==> config.mk <==
export PLATFORM = sky130hd
export DESIGN_NAME = object_cache_tag_store_core
export DESIGN_NICKNAME = d
export VERILOG_FILES = /design/src/hdl/octs_pkg.sv /design/src/hdl/octs_line_mem.sv /design/src/hdl/octs_scan.sv /design/src/hdl/object_cache_tag_store_core.sv
export SDC_FILE = /design/constraint.sdc
export NUM_CORES = 2
export LEC_CHECK = 0
export BUFFER_PORTS_ARGS = -buffer_cell sky130_fd_sc_hd__buf_2
export CORE_UTILIZATION = 40
export CTS_BUF_LIST = sky130_fd_sc_hd__clkbuf_4 sky130_fd_sc_hd__clkbuf_8 sky130_fd_sc_hd__clkbuf_16
export DETAILED_ROUTE_END_ITERATION = 6
export HOLD_SLACK_MARGIN = 0.12
export PLACE_DENSITY = 0.6
export SYNTH_ARGS = -nofsm -noshare
export SYNTH_HDL_FRONTEND = slang
export SYNTH_SLANG_ARGS = --single-unit
==> constraint.sdc <==
create_clock -name i_clk -period 9.4 [get_ports i_clk]
set_input_delay 0.47 -clock i_clk [delete_from_list [all_inputs] [get_ports i_clk]]
set_output_delay 0.47 -clock i_clk [all_outputs]
set_load 0.02 [all_outputs]
==> src/hdl/octs_pkg.sv <==
// ----------------------------------------------------------------------------
// octs_pkg
// Shared constants and types for the object cache tag store.
// ----------------------------------------------------------------------------
package octs_pkg;

    localparam int NUM_LINES = 16;
    localparam int LINE_W    = (NUM_LINES > 1) ? $clog2(NUM_LINES) : 1;
    localparam int IDX_W     = 4;
    localparam int KEY_W     = 64;
    localparam int LEN_W     = 17;
    localparam int STAMP_W   = 32;

    localparam logic [LEN_W-1:0] MAX_OBJ_RESET = LEN_W'(102400);

    localparam logic CMD_LOOKUP = 1'b0;
    localparam logic CMD_FILL   = 1'b1;

    typedef logic [LINE_W-1:0] t_line_idx;

    // one entry of the line memory
    typedef struct packed {
        logic [KEY_W-1:0]   tag;
        logic [LEN_W-1:0]   len;
        logic [STAMP_W-1:0] stamp;
    } t_line;

    // command beat into the scan engine
    typedef struct packed {
        logic             start;
        logic             cmd;
        logic [KEY_W-1:0] key;
        logic [LEN_W-1:0] len;
    } t_cmd;

    // result beat out of the scan engine
    typedef struct packed {
        logic             done;
        logic             hit;
        logic [IDX_W-1:0] line;
        logic [LEN_W-1:0] len;
        logic             filled;
    } t_result;

endpackage

==> src/hdl/octs_line_mem.sv <==
// ----------------------------------------------------------------------------
// octs_line_mem
// Line memory: tag, length and fill stamp per line, one write and one
// registered read port.
// ----------------------------------------------------------------------------
module octs_line_mem
    import octs_pkg::*;
(
    input  logic      i_clk,
    input  logic      i_we,
    input  t_line_idx i_waddr,
    input  t_line     i_wdata,
    input  logic      i_re,
    input  t_line_idx i_raddr,
    output t_line     o_rdata
);

    t_line mem [NUM_LINES];
    t_line r_rdata;

    always_ff @(posedge i_clk) begin
        if (i_we) begin
            mem[i_waddr] <= i_wdata;
        end
    end

    always_ff @(posedge i_clk) begin
        if (i_re) begin
            r_rdata <= mem[i_raddr];
        end
    end

    assign o_rdata = r_rdata;

endmodule

==> src/hdl/octs_scan.sv <==
// ----------------------------------------------------------------------------
// octs_scan
// Sequencer that walks the line memory for lookups and oldest-stamp victim
// selection, holds the valid bits and the fill counter.
// ----------------------------------------------------------------------------
module octs_scan
    import octs_pkg::*;
(
    input  logic             i_clk,
    input  logic             i_rst_n,
    input  t_cmd             i_cmd,
    input  logic [LEN_W-1:0] i_max_obj,
    output logic             o_busy,
    output t_result          o_res
);

    localparam logic [1:0] S_IDLE = 2'd0;
    localparam logic [1:0] S_SCAN = 2'd1;

    localparam t_line_idx LAST = LINE_W'(NUM_LINES - 1);

    logic [1:0]             r_state, n_state;
    logic                   r_cmd, n_cmd;
    logic [KEY_W-1:0]       r_key, n_key;
    logic [LEN_W-1:0]       r_len, n_len;
    logic [NUM_LINES-1:0]   r_valid, n_valid;
    logic [STAMP_W-1:0]     r_fill_cnt, n_fill_cnt;
    t_line_idx              r_addr, n_addr;
    logic                   r_issue_done, n_issue_done;
    logic                   r_cmp_vld, n_cmp_vld;
    t_line_idx              r_cmp_idx, n_cmp_idx;
    logic [STAMP_W-1:0]     r_min_stamp, n_min_stamp;
    t_line_idx              r_min_idx, n_min_idx;
    t_result                r_res, n_res;

    logic      accept;
    logic      all_valid;
    t_line_idx first_free;
    logic      mem_we;
    t_line_idx mem_waddr;
    t_line     mem_wdata;
    logic      mem_re;
    t_line     mem_rdata;
    logic      match;
    logic      older;

    octs_line_mem u_mem (
        .i_clk   (i_clk),
        .i_we    (mem_we),
        .i_waddr (mem_waddr),
        .i_wdata (mem_wdata),
        .i_re    (mem_re),
        .i_raddr (r_addr),
        .o_rdata (mem_rdata)
    );

    assign o_busy    = (r_state != S_IDLE);
    assign accept    = i_cmd.start && (r_state == S_IDLE);
    assign all_valid = &r_valid;

    // lowest-numbered invalid line
    always_comb begin
        first_free = '0;
        for (int i = NUM_LINES - 1; i >= 0; i--) begin
            if (!r_valid[i]) begin
                first_free = LINE_W'(i);
            end
        end
    end

    assign match = r_valid[r_cmp_idx] && (mem_rdata.tag == r_key);
    // first compared line seeds the minimum; strict less keeps lowest index on ties
    assign older = (r_cmp_idx == '0) || (mem_rdata.stamp < r_min_stamp);

    always_comb begin
        n_state      = r_state;
        n_cmd        = r_cmd;
        n_key        = r_key;
        n_len        = r_len;
        n_valid      = r_valid;
        n_fill_cnt   = r_fill_cnt;
        n_addr       = r_addr;
        n_issue_done = r_issue_done;
        n_cmp_vld    = 1'b0;
        n_cmp_idx    = r_addr;
        n_min_stamp  = r_min_stamp;
        n_min_idx    = r_min_idx;
        n_res        = '0;
        mem_we       = 1'b0;
        mem_waddr    = first_free;
        mem_wdata    = '{tag: i_cmd.key, len: i_cmd.len, stamp: r_fill_cnt + 1'b1};
        mem_re       = 1'b0;

        case (r_state)
            S_IDLE: begin
                if (accept) begin
                    n_cmd        = i_cmd.cmd;
                    n_key        = i_cmd.key;
                    n_len        = i_cmd.len;
                    n_addr       = '0;
                    n_issue_done = 1'b0;
                    if (i_cmd.cmd == CMD_LOOKUP) begin
                        n_state = S_SCAN;
                    end else if (i_cmd.len > i_max_obj) begin
                        n_res.done = 1'b1;
                    end else if (!all_valid) begin
                        // free line: write it straight away
                        mem_we              = 1'b1;
                        n_valid[first_free] = 1'b1;
                        n_fill_cnt          = r_fill_cnt + 1'b1;
                        n_res.done          = 1'b1;
                        n_res.filled        = 1'b1;
                        n_res.line          = IDX_W'(first_free);
                    end else begin
                        n_state = S_SCAN;
                    end
                end
            end
            S_SCAN: begin
                mem_re    = !r_issue_done;
                n_cmp_vld = !r_issue_done;
                if (!r_issue_done) begin
                    n_addr = r_addr + 1'b1;
                    if (r_addr == LAST) begin
                        n_issue_done = 1'b1;
                    end
                end
                if (r_cmp_vld) begin
                    if (r_cmd == CMD_LOOKUP) begin
                        if (match) begin
                            n_state    = S_IDLE;
                            n_res.done = 1'b1;
                            n_res.hit  = 1'b1;
                            n_res.line = IDX_W'(r_cmp_idx);
                            n_res.len  = mem_rdata.len;
                        end else if (r_cmp_idx == LAST) begin
                            n_state    = S_IDLE;
                            n_res.done = 1'b1;
                        end
                    end else begin
                        if (older) begin
                            n_min_stamp = mem_rdata.stamp;
                            n_min_idx   = r_cmp_idx;
                        end
                        if (r_cmp_idx == LAST) begin
                            mem_we             = 1'b1;
                            mem_waddr          = n_min_idx;
                            mem_wdata          = '{tag: r_key, len: r_len,
                                                   stamp: r_fill_cnt + 1'b1};
                            n_valid[n_min_idx] = 1'b1;
                            n_fill_cnt         = r_fill_cnt + 1'b1;
                            n_state            = S_IDLE;
                            n_res.done         = 1'b1;
                            n_res.filled       = 1'b1;
                            n_res.line         = IDX_W'(n_min_idx);
                        end
                    end
                end
            end
            default: begin
                n_state = S_IDLE;
            end
        endcase
    end

    always_ff @(posedge i_clk) begin
        if (!i_rst_n) begin
            r_state    <= S_IDLE;
            r_valid    <= '0;
            r_fill_cnt <= '0;
            r_cmp_vld  <= 1'b0;
            r_res      <= '0;
        end else begin
            r_state    <= n_state;
            r_valid    <= n_valid;
            r_fill_cnt <= n_fill_cnt;
            r_cmp_vld  <= n_cmp_vld;
            r_res      <= n_res;
        end
    end

    always_ff @(posedge i_clk) begin
        r_cmd        <= n_cmd;
        r_key        <= n_key;
        r_len        <= n_len;
        r_addr       <= n_addr;
        r_issue_done <= n_issue_done;
        r_cmp_idx    <= n_cmp_idx;
        r_min_stamp  <= n_min_stamp;
        r_min_idx    <= n_min_idx;
    end

    assign o_res = r_res;

endmodule

==> src/hdl/object_cache_tag_store_core.sv <==
// ----------------------------------------------------------------------------
// object_cache_tag_store_core
// Fully associative tag store with oldest-fill replacement.
// Lookup walks the lines, one line memory read per cycle, and ends on the first
//   match or after the last line; a fill into a free line or an oversized fill
//   answers in the cycle after it is taken; a full-cache fill first walks all stamps.
// Throughput: one command at a time; a walk holds busy high up to the result
//   strobe cycle, a free-line or oversized fill never raises it.
// Reset: synchronous active low, clears valid bits and fill counter, sets the
//   size limit to 102400. Results cannot be stalled by the receiver.
// ----------------------------------------------------------------------------
module object_cache_tag_store_core
    import octs_pkg::*;
(
    input  logic             i_clk,
    input  logic             i_rst_n,
    input  logic             start,
    output logic             busy,
    input  logic             i_cmd,
    input  logic [KEY_W-1:0] i_key,
    input  logic [LEN_W-1:0] i_object_length,
    input  logic             i_cfg_we,
    input  logic [LEN_W-1:0] i_cfg_wdata,
    output logic             o_done,
    output logic             o_hit,
    output logic [IDX_W-1:0] o_line_index,
    output logic [LEN_W-1:0] o_stored_length,
    output logic             o_filled
);

    logic [LEN_W-1:0] r_max_obj;
    t_cmd             cmd;
    t_result          res;

    always_ff @(posedge i_clk) begin
        if (!i_rst_n) begin
            r_max_obj <= MAX_OBJ_RESET;
        end else if (i_cfg_we) begin
            r_max_obj <= i_cfg_wdata;
        end
    end

    // command beat
    assign cmd = '{start: start, cmd: i_cmd, key: i_key, len: i_object_length};

    octs_scan u_scan (
        .i_clk     (i_clk),
        .i_rst_n   (i_rst_n),
        .i_cmd     (cmd),
        .i_max_obj (r_max_obj),
        .o_busy    (busy),
        .o_res     (res)
    );

    assign o_done          = res.done;
    assign o_hit           = res.hit;
    assign o_line_index    = res.line;
    assign o_stored_length = res.len;
    assign o_filled        = res.filled;

endmodule
After elaboration in Yosys (flattened, before gate mapping) --
Memories as Yosys holds them, arrays and structs flattened. A register that Yosys moved wholly into a read port is not among the register bits. Index checks and enable logic that the tools add are counted.
Storage, ports and cells: memory bits (writable) 1808, output and inout bits 25, bits in registers 219, logic and storage cells 163, memories kept 1, bits of input ports 103
Memory list:
- u_scan.u_mem.mem | words 16, width 113, rd ports 1, clocked after Yosys merged registers in 1, write ports 1, RTL line octs_line_mem.sv:18 | t_line mem [NUM_LINES];
Cells by class: bitwise logic cells 6, reduce and logical (&&, ||, !) cells 20, order comparisons 7, mux-type cells 95, $add $sub $neg 2, equality and inequality tests 14
Operators by type and width (number):
- 113-bit two-way mux | 4
- 32-bit two-way mux | 7
- 4-bit two-way mux | 32
- 16-bit two-way mux | 7
- 64-bit == test | 1
- 32-bit case mux with 2 select lines | 1
- 32-bit by 1-bit adder with 32-bit output (second input constant) | 1
- 32-bit less-than comparator | 1
- 16-bit bitwise OR | 2
- 16-bit case mux with 2 select lines | 1
- 24-bit two-way mux | 1
- 1-bit two-way mux | 22
- 22-bit two-way mux | 1
- 17-bit > comparator | 1
- 17-bit two-way mux | 1
- 2-bit two-way mux | 8
- 4-bit case mux with 2 select lines | 2
- 16-bit AND reduction | 1
- 4-bit by 5-bit less-than comparator with 1-bit output (second input constant) | 3
- 1-bit demux with 4-bit select | 2
- 4-bit == test (second input constant) | 2
- 4-bit by 1-bit >= comparator with 1-bit output (second input constant) | 2
- 2-bit by 1-bit != test with 1-bit output (second input constant) | 4
- 2-bit != test (second input constant) | 4
- other kinds (20) | 33

Depth between registers and ports, before layout --
depth in word-level cells 26, mapped depth 12, gate-level depth less buffers 10

Cells and area by module --
From an unflattened synthesis, not the netlist that was laid out.
Unflattened totals: cell total of the unflattened synthesis 3937, area total of the unflattened synthesis 82405.3 um2
Modules (own cells, without submodules):
- octs_line_mem | cells an instance 2890, sequential area each 57685.3 um2, instances 1, area an instance 70914.3 um2
- octs_scan | cells an instance 993, sequential area each 5275.1 um2, instances 1, area an instance 10846.7 um2
- object_cache_tag_store_core | cells an instance 54, sequential area each 340.3 um2, instances 1, area an instance 644.4 um2

Least setup slack after synthesis --
Ideal clock, no wire load.
path type in2reg, from input i_object_length[11], to memory u_scan.u_mem.mem[7][0] (netlist name) (enable), setup time 599 ps, setup slack 1230 ps, arrival 7571 ps, buffers on the path 1, cell stages on the path 10, path through ha_1 -> and4_1 -> nand4_1 -> or4_1 -> o22a_1 -> nand2_1 -> clkbuf_1 -> a21oi_1 -> o32ai_1 -> nor2b_1
Between the ends: cells in the longest elaborated chain, start to end 7
Ends and longest elaborated chain:
- from (decl) | RTL line object_cache_tag_store_core.sv:21 | input logic [LEN_W-1:0] i_object_length,
- 17-bit > comparator | RTL line octs_scan.sv:104 | end else if (i_cmd.len > i_max_obj) begin
- 1-bit two-way mux | RTL line octs_scan.sv:104
- 1-bit two-way mux | RTL line octs_scan.sv:102 | if (i_cmd.cmd == CMD_LOOKUP) begin
- 1-bit two-way mux | RTL line octs_scan.sv:96 | if (accept) begin
- 1-bit case mux with 2 select lines | RTL line octs_scan.sv:94 | case (r_state)
- 1-bit two-way mux | RTL line octs_line_mem.sv:22 | if (i_we) begin
- 1-bit two-way mux (implied by the code) | RTL line octs_line_mem.sv:23 | mem[i_waddr] <= i_wdata;
- to (decl) | RTL line octs_line_mem.sv:18
Every way passes these cells.

Final worst setup path --
from register u_scan.u_mem.o_rdata[14] (netlist name), to memory u_scan.u_mem.mem[7][105] (netlist name) (enable)
Between the ends: cells in the longest elaborated chain, start to end 10
Ends and longest elaborated chain:
- 32-bit less-than comparator | RTL line octs_scan.sv:73 | assign older = (r_cmp_idx == '0) || (mem_rdata.stamp < r_min_stamp);
- 1-bit logical OR | RTL line octs_scan.sv:73
- 4-bit two-way mux | RTL line octs_scan.sv:141 | if (older) begin
- 4-bit two-way mux | RTL line octs_scan.sv:129 | if (r_cmd == CMD_LOOKUP) begin
- 4-bit two-way mux | RTL line octs_scan.sv:128 | if (r_cmp_vld) begin
- 4-bit two-way mux | RTL line octs_scan.sv:94
- 4-bit two-way mux | RTL line octs_scan.sv:145 | if (r_cmp_idx == LAST) begin
- 4-bit two-way mux | RTL line octs_scan.sv:129
- 4-bit two-way mux | RTL line octs_scan.sv:128
- 4-bit two-way mux | RTL line octs_scan.sv:94
Every way passes these cells. The select of a mux whose other input is x is not followed.

==> summary.md <==
| Metric | Value |
|---|---|
| Slowest cell delay on critical path | `0.85 ns` |
| Endpoint type of the worst setup path | `register` |
| Maximum number of pins on one net before global-route repair | `150` |
| Number of global-route vias before repair | `40619` |
| Worst setup slack for register-to-register paths | `4.11 ns` |
| Seq/Total Area, Yosys | `76.72%` |
| Wire length of the first global-routing pass | `285500 um` |
| Total Die Area | `208100 um^2` |
| Largest fanout of any net on the critical path | `48` |
| H-tree levels | `4` |
| Final total power | `19440 uW` |
| Endpoint of the most critical register-to-register path | `u_scan.u_mem.mem[7][105]` |
| Final setup fails | `0` |
| Wire length reported by the detailed router | `195700 um` |
| Layout filler cell count | `17007` |
| Routability cong. | `0.8330` |
| Data arrival time of the worst path | `5.73 ns` |
| Adder-cell share of the synthesized area | `0.7582%` |
| Total power divided by cell area | `205.7 nW/um^2` |
| GRT Resource Usage Total | `18.78%` |
| Gr ovfl total | `0` |
| I/O pin count | `128` |
| Number of register bits inferred by synthesis | `2140` |
| Proportion of layout cells with a drive suffix above 1 | `26.63%` |
| Sequence of cells on the critical path | `ha_1 -> nand4_1 -> nor4_1 -> a311oi_1 -> a21oi_1 -> or2_2 -> nand2_1 -> o32ai_1 -> nor2b_4 -> buf_4 -> buf_4` |
| Post-synthesis instance area | `82510 um^2` |
| Die Height | `456.2 um` |
| Yosys warnings | `0` |
| Per-cell via count in the routed design | `5.579` |
| Worst hold path stage count | `3` |
| Worst slew slack as a fraction of its limit | `6.783%` |
| Most Frequent Cell on Critical Path | `buf_4` |
| Via count of the routed design | `39430` |
| Count of flip-flops with a built-in enable after synthesis | `2044` |
| Area inside the core boundary | `204800 um^2` |
| DRC viols | `0` |
| Synth Instances | `3863` |
| Clock insertion delay at the later pin of the skew report | `0.86 ns` |
| CTS hold repair buffers | `100` |
| Final period utilization | `56.30%` |
| Detail Route Antenna Nets | `0` |
| Synth Area in Compound Gates | `1.606%` |
| Parity-gate share of the synthesized area counting xor and xnor cells | `0.8173%` |
| Total clock buffers created by CTS | `211` |
| Worst-Margin Slew | `1.388 ns` |
| Synth cell types | `76` |
| Worst reg2reg path startpoint | `u_scan.u_mem.o_rdata[14]` |
| Number of I/O port buffers | `127` |
| Area Overhead vs Synth | `14.51%` |
| Run status | `complete, no violations` |
| Combinational family with the most area after synthesis | `multiplexers` |
| Detail-routed net length per standard cell | `27.68 um` |
| Largest voltage drop on the vdd net | `0.1621 mV` |
| Unrepaired setup endpoints after global routing | `false` |
| Post-synthesis async set-or-reset flop share | `0%` |
| Tightest hold margin | `0.2011 ns` |
| Final TNS setup | `0 ns` |
| Mux contribution to synthesized area | `15.82%` |
| Number of setup buffers added after CTS | `0` |
| Basic-gate share of the synthesized area counting and, or, nand and nor cells | `3.010%` |
| Startpoint of the tightest hold check path | `i_cfg_we` |
| Slowest cell on the critical path | `buf_4` |
| Number of antenna violations at the first check in global routing | `8` |
| Iteration-0 DRC count of the detailed router | `3992` |
| FF-to-FF path depth | `11` |
| Crit path launch type | `register` |
| Clock slew at the register clock pins of the worst setup and hold paths | `0.06 ns` |
| Max Cap Violations | `0` |
| First-pass iteration count of the detailed router | `5` |
| Required time worst endpoint | `9.84 ns` |
| Final Critical Period | `5.292 ns` |
| Critical setup path kind | `reg2reg` |
| Post-synth top flop | `edfxtp_1` |
| Total leakage power | `0.03059 uW` |
| Worst-case clock buffer depth | `3` |
| Post-Synthesis Mean Instance Area | `21.36 um^2` |
| Sink of the worst hold path | `r_max_obj[16]` |
| HPWL after detailed placement | `104600 um` |
| Count of final max-slew check failures | `0` |
| Synthesized Nets | `4016` |
| Effective utilization at floorplan | `40.29%` |
| Die width | `456.2 um` |
| CTS tree | `built` |
| Standard-cell row count | `166` |
| Final Skew | `0.06490 ns` |
| Library cell used as clock root buffer | `clkbuf_16` |
| Final number of hold-violating endpoints | `0` |
| Upper clock frequency limit | `189.0 MHz` |
| Total number of nets in the final design | `4358` |
| Number of clock sinks | `2140` |
| Path category of the worst min-delay check | `in2reg` |
| Count of instances resized after the clock tree is built | `0` |
[cell families after synthesis]
group / Yosys count
flops: 2140
mux: 591
simple gates: 526
buf+inv: 267
compound gates: 211
xor+xnor: 77
fa+ha+maj: 50
other cells: 1
[flip-flops by register name, indices dropped and copies added, names as in the netlist, 2 cells and up]
register / cells
u_scan.r_min_stamp: 32
u_scan.r_key: 64
u_scan.r_len: 17
u_scan.r_valid: 16
u_scan.r_min_idx: 4
u_scan.n_cmp_idx: 4
u_scan.r_cmp_idx: 4
u_scan.o_res: 24
r_max_obj: 17
u_scan.u_mem.mem: 1808
u_scan.u_mem.o_rdata: 113
u_scan.r_state: 2
u_scan.r_fill_cnt: 32
[cell usage after synthesis, drive strengths merged (3+ instances only)]
cell	number	share of area [%]
nor2	58	0.26
mux4	570	16
o21a	7	0.064
nand4	32	0.27
o211ai	4	0.036
a211oi	4	0.036
edfxtp	2044	74
xor2	15	0.16
o21ai	70	0.42
nor2b	10	0.076
and3	21	0.16
a32o	4	0.049
o22ai	9	0.068
a21o	5	0.045
a221oi	5	0.053
nand2b	13	0.099
a31oi	8	0.061
nand2	274	1.2
a21oi	54	0.33
and4	3	0.032
inv	86	0.39
xnor2	62	0.66
clkbuf	138	0.63
or3	31	0.24
o41ai	3	0.032
or4	3	0.032
o311ai	3	0.032
nand3	30	0.19
o2111ai	3	0.032
o2bb2ai	3	0.032
nor4	9	0.086
dfxtp	96	2.3
or2	10	0.082
mux2i	19	0.23
ha	50	0.76
and2	17	0.13
nor3	12	0.073
buf	43	0.25
a21boi	3	0.027
[cell type report]
type | count | area (um^2) | area share (%)
well taps | 2688 | 3363 | 3.559
diodes | 2 | 5.005 | 0.005297
clock inverters | 117 | 992.2 | 1.050
repair buffers | 310 | 2410 | 2.550
clock buffers | 269 | 5793 | 6.131
flip-flops and latches | 2140 | 63300 | 66.99
inverters | 86 | 322.8 | 0.3416
multi-input cells | 1456 | 18300 | 19.37
[critical path, delay by kind of cell (launching register included)]
family | cells | cell delay [ns]
and+or+nand+nor | 5 | 1.39
buffers and inverters | 2 | 1.46
DFF | 1 | 0.40
adders and majority gates | 1 | 0.34
AOI/OAI and AO/OA | 3 | 1.23
[power breakdown]
group          internal, uW  switching, uW
clock network          4660           3560
registers             10500           26.8
logic                   298            424
[per-layer routing]
| metal | GRT usage [%] | part of all wire [%] | vias up |
|---|---|---|---|
| li1 | - | - | 16648 |
| met3 | 2.750 | 5.4 | 262 |
| met2 | 30.82 | 49 | 1213 |
| met5 | 0 | 0.013 | - |
| met1 | 26.63 | 43 | 21303 |
| met4 | 4.184 | 1.8 | 4 |
[worst max-delay path by stage]
stage / startpoint / to / cells after the start
finish: u_scan.u_mem.o_rdata[14] / u_scan.u_mem.mem[7][105] / 11
global route: u_scan.u_mem.o_rdata[14] / u_scan.u_mem.mem[7][105] / 11
CTS: u_scan.u_mem.o_rdata[5] / u_scan.u_mem.mem[7][105] / 10
detailed placement: i_object_length[11] / u_scan.u_mem.mem[7][97] / 12
global placement: u_scan.r_key[47] / u_scan.o_res[18] / 8
floorplan: i_object_length[11] / u_scan.u_mem.mem[7][0] / 10
[through the flow]
step	worst slack (ns)	instance area [um^2]	utilization [%]	cells
CTS	4.100	94480	46.13	7065
finish	4.108	94490	46.14	7068
global placement	4.095	86680	42.33	6579
global route	3.850	94480	46.14	7066
detailed placement	4.054	86690	42.33	6579
floorplan	1.230	82510	-	3863
[placed cells by master, fill, tap and decap left out, types with 6 or more instances in the layout]
cell,n
clkinvlp_4,7
nand2b_1,13
buf_2,127
ha_1,50
or3_1,26
o22ai_1,9
nand4_1,30
dfxtp_1,96
a21oi_1,52
inv_1,85
nor4_1,6
nand3_1,29
xor2_1,15
clkinv_2,33
and2_1,6
o21a_1,6
buf_4,71
xnor2_1,61
clkbuf_16,214
or2_2,7
buf_12,12
mux2i_1,19
bufinv_16,11
mux4_2,570
dlygate4sd3_1,100
edfxtp_1,2044
nor2b_1,9
clkinv_1,52
clkbuf_4,51
nand2_1,274
and3_1,20
a31oi_1,8
and2_4,11
o21ai_0,67
nor3_1,12
nor2_1,52
Power figures use the tool's default switching activity.
